[src/design/rmj_pkg.sv]
`timescale 1ns / 1ps
// Shared constants and helpers for the radar measurement Jacobian pipeline.
// Used by the divider, square root and top level files; depends on nothing.
package rmj_pkg;

	// Quotient bits resolved per register stage in each divider.
	localparam int DIV_STEPS = 4;
	// Root bits resolved per register stage in the square root unit.
	localparam int SQRT_STEPS = 4;
	// Register stages between the direction dividers and the gradient dividers.
	localparam int RATE_STAGES = 4;

	function automatic int imax(input int a, input int b);
		return (a > b) ? a : b;
	endfunction

endpackage

[src/design/rmj_sqrt.sv]
`timescale 1ns / 1ps
// Pipelined digit-by-digit integer square root of a normalized range squared.
// Uses rmj_pkg for the number of root bits per stage.
module rmj_sqrt #(
	parameter int RN_BITS = 32
) (
	input  logic                   clk,
	input  logic                   en,
	input  logic [2*RN_BITS-1:0]   n,
	output logic [RN_BITS-1:0]     root
);

	import rmj_pkg::*;

	localparam int RN = RN_BITS;
	localparam int NW = 2 * RN_BITS;
	localparam int NS = (RN + SQRT_STEPS - 1) / SQRT_STEPS;

	logic [RN:0]   rem_s  [1:NS];
	logic [RN-1:0] root_s [1:NS];
	logic [NW-1:0] n_s    [1:NS];

	for (genvar s = 0; s < NS; s++) begin : g_st
		logic [RN:0]   r_i, r_c;
		logic [RN-1:0] t_i, t_c;
		logic [NW-1:0] n_i, n_c;
		logic [RN+2:0] cur, trial;

		if (s == 0) begin : g_first
			assign r_i = '0;
			assign t_i = '0;
			assign n_i = n;
		end else begin : g_next
			assign r_i = rem_s[s];
			assign t_i = root_s[s];
			assign n_i = n_s[s];
		end

		// Each step brings down two radicand bits and tries one more root bit.
		always_comb begin
			r_c   = r_i;
			t_c   = t_i;
			n_c   = n_i;
			cur   = '0;
			trial = '0;
			for (int j = 0; j < SQRT_STEPS; j++) begin
				if (s * SQRT_STEPS + j < RN) begin
					cur   = {r_c, n_c[NW-1:NW-2]};
					trial = (RN+3)'({t_c, 2'b01});
					n_c   = n_c << 2;
					if (cur >= trial) begin
						r_c = (RN+1)'(cur - trial);
						t_c = {t_c[RN-2:0], 1'b1};
					end else begin
						r_c = cur[RN:0];
						t_c = {t_c[RN-2:0], 1'b0};
					end
				end
			end
		end

		always_ff @(posedge clk) begin
			if (en) begin
				rem_s[s+1]  <= r_c;
				root_s[s+1] <= t_c;
				n_s[s+1]    <= n_c;
			end
		end
	end

	assign root = root_s[NS];

endmodule

[config.mk]
export PLATFORM = sky130hd
export DESIGN_NAME = rmj_sqrt
export DESIGN_NICKNAME = d
export VERILOG_FILES = /design/src/design/rmj_pkg.sv /design/src/design/rmj_sqrt.sv
export SDC_FILE = /design/constraint.sdc
export NUM_CORES = 2
export LEC_CHECK = 0
export BUFFER_PORTS_ARGS = -buffer_cell sky130_fd_sc_hd__buf_2
export CORE_UTILIZATION = 40
export DETAILED_ROUTE_END_ITERATION = 7
export PLACE_DENSITY = 0.61
export SYNTH_ARGS = -nofsm -noshare
export SYNTH_HDL_FRONTEND = slang
export SYNTH_SLANG_ARGS = --single-unit
[constraint.sdc]
create_clock -name clk -period 14.95 [get_ports clk]
set_input_delay 2.99 -clock clk [delete_from_list [all_inputs] [get_ports clk]]
set_output_delay 2.99 -clock clk [all_outputs]
set_load 0.05 [all_outputs]
==> flow_summary.ini <==
[outcome]
status = completed

[logic_synthesis]
syn_avg_cell_area_um2 = 8.276
synth_area_leaders = edfxtp_1, ha_1, xnor2_1, a21oi_1, nor2_1
synth_top_area_share = 0.2789
synth_cells = 7792
synth.largest_area_cell = edfxtp_1
yosysSeqAreaShare = 0.2789
yosysWarnings = 0
synth_cell_type_count = 121
synth_area_um2 = 64480
synthArstFlopShare = 0
synthFlopType = edfxtp_1
synth_edf_count = 599
yosys_register_bits = 599

[detailed_routing]
wirelength_um = 216600
drt-pass1-iter-count = 6
post-route-drc-count = 0
vias_per_cell = 6.048
wl_per_cell_um = 21.68
antenna_left = 0
vias = 60430
drt-initial-drc-count = 5552

[clocking]
clk_pin_slew_ps = 60
clock_path_buffers = 3
post_cts.repair.setup_buffers = 0
cts_hold_buf = 0
htreeDepth = 3
cts-root-buf = clkbuf_16
cts_buffers = 74
clkLatencyLatePin_ps = 720
cts.sinks = 599
cts_tree = done

[layout]
drive_gt1_frac = 0.06705
syn2layout_area_growth_pct = 7.998
final_common_cell = a21oi_1
final_nets = 8413
mostFrequentLayoutCells = a21oi_1, nor2_1, nand2_1, edfxtp_1, ha_1

[critical_path]
cp-end-kind = flop
cp_top_family = simple AND/OR/NAND/NOR gates
cp_max_fo = 38
worst_ep_arrival_time_ps = 14420
crit_path_top_delay_cell = nor4_1
crit_buf_inv = 7
crit_type = flop to flop
required_ps = 15370
start_kind = flop
slowest_delay_ps = 700

[global_routing]
grtUsageTotal = 0.2572
grt_pass1_wl_um = 330800
overflow = 0
grt_max_degree = 172
grt_pass1_vias = 56310
grt_antenna_before_repair = 7

[job]
drv_cap = 0

[sta]
fin_crit_sh = 0.9363
tightest_slew_ps = 1168
tns_ps = 0
fmax_ghz = 0.07144
setup_viol = 0
slew_headroom = 0.2144
hold_viol_final = 0
clock_skew_ps = 48.14
drv_slew = 0
rsz0062_at_grt = no
period_needed_ps = 14000

[die]
ios = 98
core-area_um2 = 159300
num_rows = 146
die_y_um = 403.5
die_w_um = 403.5
dieArea_um2 = 162800
start_util = 0.4048

[placement]
port_buffers = 97
gp_congestion = 0.9960
dp_hpwl_um = 172300

[min_path]
hold_class = flop to flop
==> cells by family (layout without fill, tap and decap cells) <==
logic type,Yosys count,count (layout),synth area share
AO/OA/AOI/OAI,2383,2383,0.2392
flip-flops,599,599,0.2789
adder cells (fa/ha/maj),560,560,0.1087
AND/OR/NAND/NOR,2806,2806,0.2199
XOR/XNOR,708,708,0.09616
multiplexers,114,114,0.01919
buffers and inverters,621,671,0.03780
other,1,5,0.00005815
==> stage by stage <==
stage / hold slack [ps] / std cells / instance area [um^2] / setup WS, ps / util
finish: 403.5 / 9992 / 69640 / 952.7 / 0.4372
global route: 409.3 / 9991 / 69640 / 17.39 / 0.4372
CTS: 404.0 / 9991 / 69630 / 1139 / 0.4371
detailed placement: 404.5 / 9857 / 67170 / 1217 / 0.4217
global placement: 400.8 / 9857 / 67170 / 1326 / 0.4217
floorplan: 400.3 / 7795 / 64490 / 2941 / -
==> sequential cells by signal (all words and copies together) (netlist names) <==
register / flops
rem_s: 231
n_s: 224
root_s: 144
==> per-layer routing <==
layer,global-route usage,vias up,wire [um]
met5,0,-,27
met4,0.08845,4,7535
met3,0.03003,345,11880
met2,0.4302,1988,101400
met1,0.3418,28850,95750
li1,-,29240,-
==> worst register-to-register path: cells and delay by family (launching register included) <==
kind	cells	cell delay, ps
simple gates	18	4700
compound gates	18	3610
buf+inv	7	2220
fa+ha+maj	4	1660
mux	2	690
flops	1	590
xor+xnor	1	250
==> synthesized netlist by cell type (35+ instances only) <==
cell and instances:
a211oi_1 69, a21o_1 287, a21oi_1 731, a31oi_1 97
and2_1 78, and3_1 84, and4_1 35, clkbuf_1 176
edfxtp_1 599, ha_1 560, inv_1 366, mux2_2 74
mux2i_1 37, nand2_1 662, nand2b_1 106, nand3_1 209
nand4_1 146, nor2_1 717, nor2b_1 77, nor3_1 231
nor4_1 92, o211ai_1 63, o21a_1 79, o21ai_0 449
o21bai_1 81, o31ai_1 91, or2_2 61, or3_1 83
or4_1 55, xnor2_1 468, xor2_1 240
==> worst paths after layout <==
| kind | start | to | slack, ps | depth (start not counted) |
|---|---|---|---|---|
| hold / removal | n_s[0][103] | n_s[0][167] | 400 | 0 |
| hold reg to reg | n_s[0][103] | n_s[0][167] | 400 | 0 |
| setup / recovery | root_s[0][177] | rem_s[0][212] | 950 | 50 |
| setup reg to reg | root_s[0][177] | rem_s[0][212] | 950 | 50 |
==> repair_timing <==
action | 4_1_cts | 5_1_grt
endpoints found under the hold margin | 0 | 0
gates resized for setup | 0 | 1
endpoints found under the setup margin | 0 | 4
==> layout make-up <==
cell class	count	area [um^2]
diodes	1	2.502
well taps	2146	2685
inverters	382	1434
repair buffers	155	968.4
flip-flops and latches	599	17990
clock inverters	54	565.5
multi-input cells	6575	44100
fillers	15970	89650
clock buffers	80	1896
Power is left out: the tool's default activity adds up to more than one toggle a clock period on the data nets, which glitch-free logic cannot reach.
