File: config.mk
export PLATFORM = sky130hd
export DESIGN_NAME = rmj_div
export DESIGN_NICKNAME = d
export VERILOG_FILES = /design/src/design/rmj_pkg.sv /design/src/design/rmj_div.sv
export SDC_FILE = /design/constraint.sdc
export NUM_CORES = 2
export LEC_CHECK = 0
export BUFFER_PORTS_ARGS = -buffer_cell sky130_fd_sc_hd__buf_2
export CORE_MARGIN = 2
export CORE_UTILIZATION = 60
export CTS_CLUSTER_SIZE = 16
export DETAILED_ROUTE_END_ITERATION = 16
export MAX_ROUTING_LAYER = met4
export PLACE_DENSITY = 0.87
export SYNTH_ARGS = -nofsm -noshare
export SYNTH_HDL_FRONTEND = slang
export SYNTH_SLANG_ARGS = --single-unit
File: constraint.sdc
create_clock -name clk -period 28.5 [get_ports clk]
set_input_delay 1.425 -clock clk [delete_from_list [all_inputs] [get_ports clk]]
set_output_delay 1.425 -clock clk [all_outputs]
set_load 0.02 [all_outputs]
File: src/design/rmj_pkg.sv
`timescale 1ns / 1ps
// Shared constants and helpers for the radar measurement Jacobian pipeline.
// Used by the divider, square root and top level files; depends on nothing.
package rmj_pkg;

	// Quotient bits resolved per register stage in each divider.
	localparam int DIV_STEPS = 4;
	// Root bits resolved per register stage in the square root unit.
	localparam int SQRT_STEPS = 4;
	// Register stages between the direction dividers and the gradient dividers.
	localparam int RATE_STAGES = 4;

	function automatic int imax(input int a, input int b);
		return (a > b) ? a : b;
	endfunction

endpackage

File: src/design/rmj_div.sv
`timescale 1ns / 1ps
// Pipelined restoring divider: round((num << sh) / den), saturated and signed.
// Uses rmj_pkg for the bits per stage; den must have its top bit set.
module rmj_div #(
	parameter int WORD_BITS = 32,
	parameter int RN_BITS   = 32,
	parameter int NUM_W     = 32,
	parameter int SH_MAX    = 16
) (
	input  logic                          clk,
	input  logic                          en,
	input  logic [NUM_W-1:0]              num,
	input  logic [$clog2(SH_MAX+1)-1:0]   sh,
	input  logic [RN_BITS-1:0]            den,
	input  logic                          neg,
	output logic [WORD_BITS-1:0]          mag,
	output logic signed [WORD_BITS-1:0]   val
);

	import rmj_pkg::*;

	localparam int W   = WORD_BITS;
	localparam int RN  = RN_BITS;
	localparam int QB  = W + 1;
	localparam int XW  = imax(NUM_W + SH_MAX + 1, QB + 1);
	localparam int HIW = XW - QB;
	localparam int CW  = imax(HIW, RN);
	localparam int NS  = (QB + DIV_STEPS - 1) / DIV_STEPS;

	logic [RN-1:0] rem_s [0:NS];
	logic [QB-1:0] q_s   [0:NS];
	logic [QB-1:0] lo_s  [0:NS];
	logic [RN-1:0] den_s [0:NS];
	logic          ovf_s [0:NS];
	logic          neg_s [0:NS];

	logic [XW-1:0] x_c;
	logic [CW-1:0] hi_c, dn_c;
	logic          ovf_c;

	// Doubled numerator; the part above the quotient field decides overflow.
	always_comb begin
		x_c   = (XW'(num) << sh) << 1;
		hi_c  = CW'(x_c >> QB);
		dn_c  = CW'(den);
		ovf_c = (hi_c >= dn_c);
	end

	always_ff @(posedge clk) begin
		if (en) begin
			rem_s[0] <= ovf_c ? '0 : hi_c[RN-1:0];
			q_s[0]   <= '0;
			lo_s[0]  <= x_c[QB-1:0];
			den_s[0] <= den;
			ovf_s[0] <= ovf_c;
			neg_s[0] <= neg;
		end
	end

	for (genvar s = 0; s < NS; s++) begin : g_st
		logic [RN-1:0] r_c;
		logic [QB-1:0] q_c, l_c;
		logic [RN:0]   cur;

		// Each step brings down one bit and resolves one quotient bit.
		always_comb begin
			r_c = rem_s[s];
			q_c = q_s[s];
			l_c = lo_s[s];
			cur = '0;
			for (int j = 0; j < DIV_STEPS; j++) begin
				if (s * DIV_STEPS + j < QB) begin
					cur = {r_c, l_c[QB-1]};
					l_c = {l_c[QB-2:0], 1'b0};
					if (cur >= {1'b0, den_s[s]}) begin
						r_c = cur[RN-1:0] - den_s[s];
						q_c = {q_c[QB-2:0], 1'b1};
					end else begin
						r_c = cur[RN-1:0];
						q_c = {q_c[QB-2:0], 1'b0};
					end
				end
			end
		end

		always_ff @(posedge clk) begin
			if (en) begin
				rem_s[s+1] <= r_c;
				q_s[s+1]   <= q_c;
				lo_s[s+1]  <= l_c;
				den_s[s+1] <= den_s[s];
				ovf_s[s+1] <= ovf_s[s];
				neg_s[s+1] <= neg_s[s];
			end
		end
	end

	logic [QB-1:0] rnd_c, lim_c, m_c;

	// Round half up from the doubled quotient, then clamp to the signed range.
	always_comb begin
		rnd_c = QB'(({1'b0, q_s[NS]} + (QB+1)'(1)) >> 1);
		lim_c = neg_s[NS] ? (QB'(1) << (W - 1)) : ((QB'(1) << (W - 1)) - QB'(1));
		m_c   = (ovf_s[NS] || (rnd_c > lim_c)) ? lim_c : rnd_c;
	end

	always_ff @(posedge clk) begin
		if (en) begin
			mag <= m_c[W-1:0];
			val <= neg_s[NS] ? -$signed(m_c[W-1:0]) : $signed(m_c[W-1:0]);
		end
	end

endmodule

==> impl_metrics.yaml <==
run_status:
  status: "complete, no violations"
hold_path:
  hold_depth: 0
  hold_path_class: "register to register"
  min_to: "lo_s[2][8]$_DFFE_PP_"
  min_from: "lo_s[1][4]$_DFFE_PP_"
synth:
  ys_seq_elements: 964
  synth_top_area_cell: "edfxtp_1"
  syn_area_um2: 94100
  synth_top_area_share: 0.308
  async_flop_share: 0
  synth_enable_flop_cells: 964
  syn_inst: 10291
  ys_top_cells_by_count: "ha_1, a21oi_1, edfxtp_1"
  synth_cell_types: 105
  synth.most_common_cell: "ha_1"
  synth_warnings: 0
  synth_nets: 11485
  synth_area_per_cell_um2: 9.15
  synth-main-ff-cell: "edfxtp_1"
  ys_seq_area_frac: 0.308
  synthTopCellsByArea: "edfxtp_1, ha_1, mux2_2, a21oi_1, xnor2_1"
timing:
  drv_slew: 0
  tightest_slew_ps: 1180
  rsz0062_at_grt: "no"
  hold_viol_final: 0
  final-setup-viol-count: 0
  max_freq_mhz: 63.8
  fin_crit_sh: 0.550
  slew_headroom: 0.194
  fin_ws_ps: 12830
  fin_tns_setup_ps: 0
  fin_worst_skew_ps: 64.4
  final.min_clock_period_ps: 15670
worst_setup_path:
  crit_top_cell: "a21oi_1"
  arrival_ps: 16180
  r2r_cells: 55
  required_ps: 29010
  critPathSlowestCell: "o41ai_1"
  worst-path-max-fanout: 51
  rrSetupSlack_ps: 12830
  cp-end-kind: "register"
  cp_slowest_stage_delay_ps: 740
  start_kind: "register"
  path_class: "register to register"
  rr_endpoint: "rem_s[3][5]$_DFFE_PP_"
  reg2reg_from: "den_s[2][22]$_DFFE_PP_"
clock_tree:
  cts_buffer_depth: 3
  clockRootBuffer: "clkbuf_16"
  cts_sinks: 964
  numCtsBuffers: 106
  ctsHoldBuffers: 0
  clock_latency_ps: 780
  h-tree-depth: 3
  clk_transition_reported_paths_ps: 60
  cts_tree: "done"
  cts_setup_buffers: 0
  cts_resized: 0
final_layout:
  layout.nets: 11547
  synthToLayoutAreaGrowth_pct: 6.81
  stdcell_area_um2: 101000
  drive_above_1_share: 0.0938
floorplan:
  die_h_um: 400
  die-area_um2: 160000
  core-area_um2: 156000
  initial_utilization: 0.603
  row_count: 145
  num_io_pins: 136
  dieWidth_um: 400
route:
  final_antenna_net_count: 0
  via_per_inst: 6.50
  vias: 81318
  wl_per_cell_um: 23.1
  wl_um: 289000
  drt_iter0_markers: 8780
  first_pass_iters: 9
  drc: 0
grt:
  antenna_found_initial: 10
  grt_pass1_vias: 76727
  grt_usage: 0.360
  grt_first_pass_wirelength_um: 437000
  grt_max_degree: 195
  grt_overflow_total: 0
placed_design:
  portBuffers: 135
  placed_area_um2: 96900
  gp_congestion: 1.04
  post-place-ws_ps: 13150
  dpl.hpwl_um: 229000
run:
  cap_violations: 0
## layout by cell type, fill, tap and decap left out, types with 43 or more instances in the layout
master,netlist,layout
ha_1,1090,1090
a21oi_1,1042,1039
edfxtp_1,964,964
nor2_1,724,722
o21ai_0,720,719
nand2_1,689,688
inv_1,669,669
xnor2_1,594,594
mux2_2,495,495
a21o_1,391,390
xor2_1,286,286
nand3_1,203,202
nand2b_1,157,156
nor3_1,155,154
nor2b_1,153,153
o21a_1,145,145
nand4_1,141,141
buf_2,39,134
o21bai_1,129,129
clkbuf_16,0,106
and3_1,105,105
mux2i_1,105,105
a31oi_1,105,104
a211oi_1,75,75
o31ai_1,59,59
nor4_1,47,47
or3_1,47,46
buf_4,8,44
o211ai_1,43,43
## logic make-up (layout without fill, tap and decap cells)
kind of cell,after synthesis,count (layout),synth area share
flip-flops,964,964,0.308
multiplexers,643,643,0.0776
AND/OR/NAND/NOR,2610,2610,0.134
AO/OA/AOI/OAI,3164,3164,0.209
adder cells (fa/ha/maj),1122,1122,0.152
other,0,4,0
buffers and inverters,908,1056,0.0379
XOR/XNOR,880,880,0.0819
## flip-flops by register name (all words and copies together), names as in the netlist
name / cells
ovf_s: 10
q_s: 177
neg_s: 10
mag: 31
den_s: 288
val: 32
rem_s: 272
lo_s: 144
## cell type report
cell class                      count  area, um2
Multi-Input combinational cell   8419      61800
Sequential cell                   964      28900
Clock inverter                     83        956
Fill cell                       12692      55500
Tap cell                         2058       2570
Timing Repair Buffer              182       1070
Clock buffer                      111       2670
Antenna cell                        4       10.0
Inverter                          680       2550
## metal layers
metal / vias up / global-route usage / part of all wire
li1: 38504 / - / -
met1: 38521 / 0.454 / 0.41
met2: 3574 / 0.562 / 0.45
met3: 719 / 0.0546 / 0.079
met4: 0 / 0.181 / 0.056
met5: - / - / 0
## stage by stage
stage	utilization	instances	hold slack, ps
floorplan	-	10291	400
global placement	0.621	12302	400
detailed placement	0.621	12302	405
CTS	0.644	12496	370
global route	0.644	12500	383
finish	0.644	12501	363
## how the worst max path moves through the flow
stage	endpoint	from	slack (ps)
3_5_place_dp	rem_s[3][1]$_DFFE_PP_	den_s[2][1]$_DFFE_PP_	13150
4_1_cts	rem_s[3][1]$_DFFE_PP_	den_s[2][1]$_DFFE_PP_	13070
2_1_floorplan	rem_s[3][24]$_DFFE_PP_	den_s[2][1]$_DFFE_PP_	15260
3_3_place_gp	rem_s[1][16]$_DFFE_PP_	den_s[0][1]$_DFFE_PP_	13550
6_report	rem_s[3][5]$_DFFE_PP_	den_s[2][22]$_DFFE_PP_	12830
5_1_grt	rem_s[4][1]$_DFFE_PP_	den_s[3][1]$_DFFE_PP_	11900
## critical path, delay by kind of cell, from the launching register on
kind / cells / cell delay (ps)
AO/OA/AOI/OAI: 30 / 7680
adder cells (fa/ha/maj): 4 / 1290
buffers and inverters: 6 / 2210
flip-flops: 1 / 410
multiplexers: 2 / 810
AND/OR/NAND/NOR: 13 / 2890
Power is not shown: default switching activity piles up to over one toggle a cycle in this logic, so the estimate is an artifact.
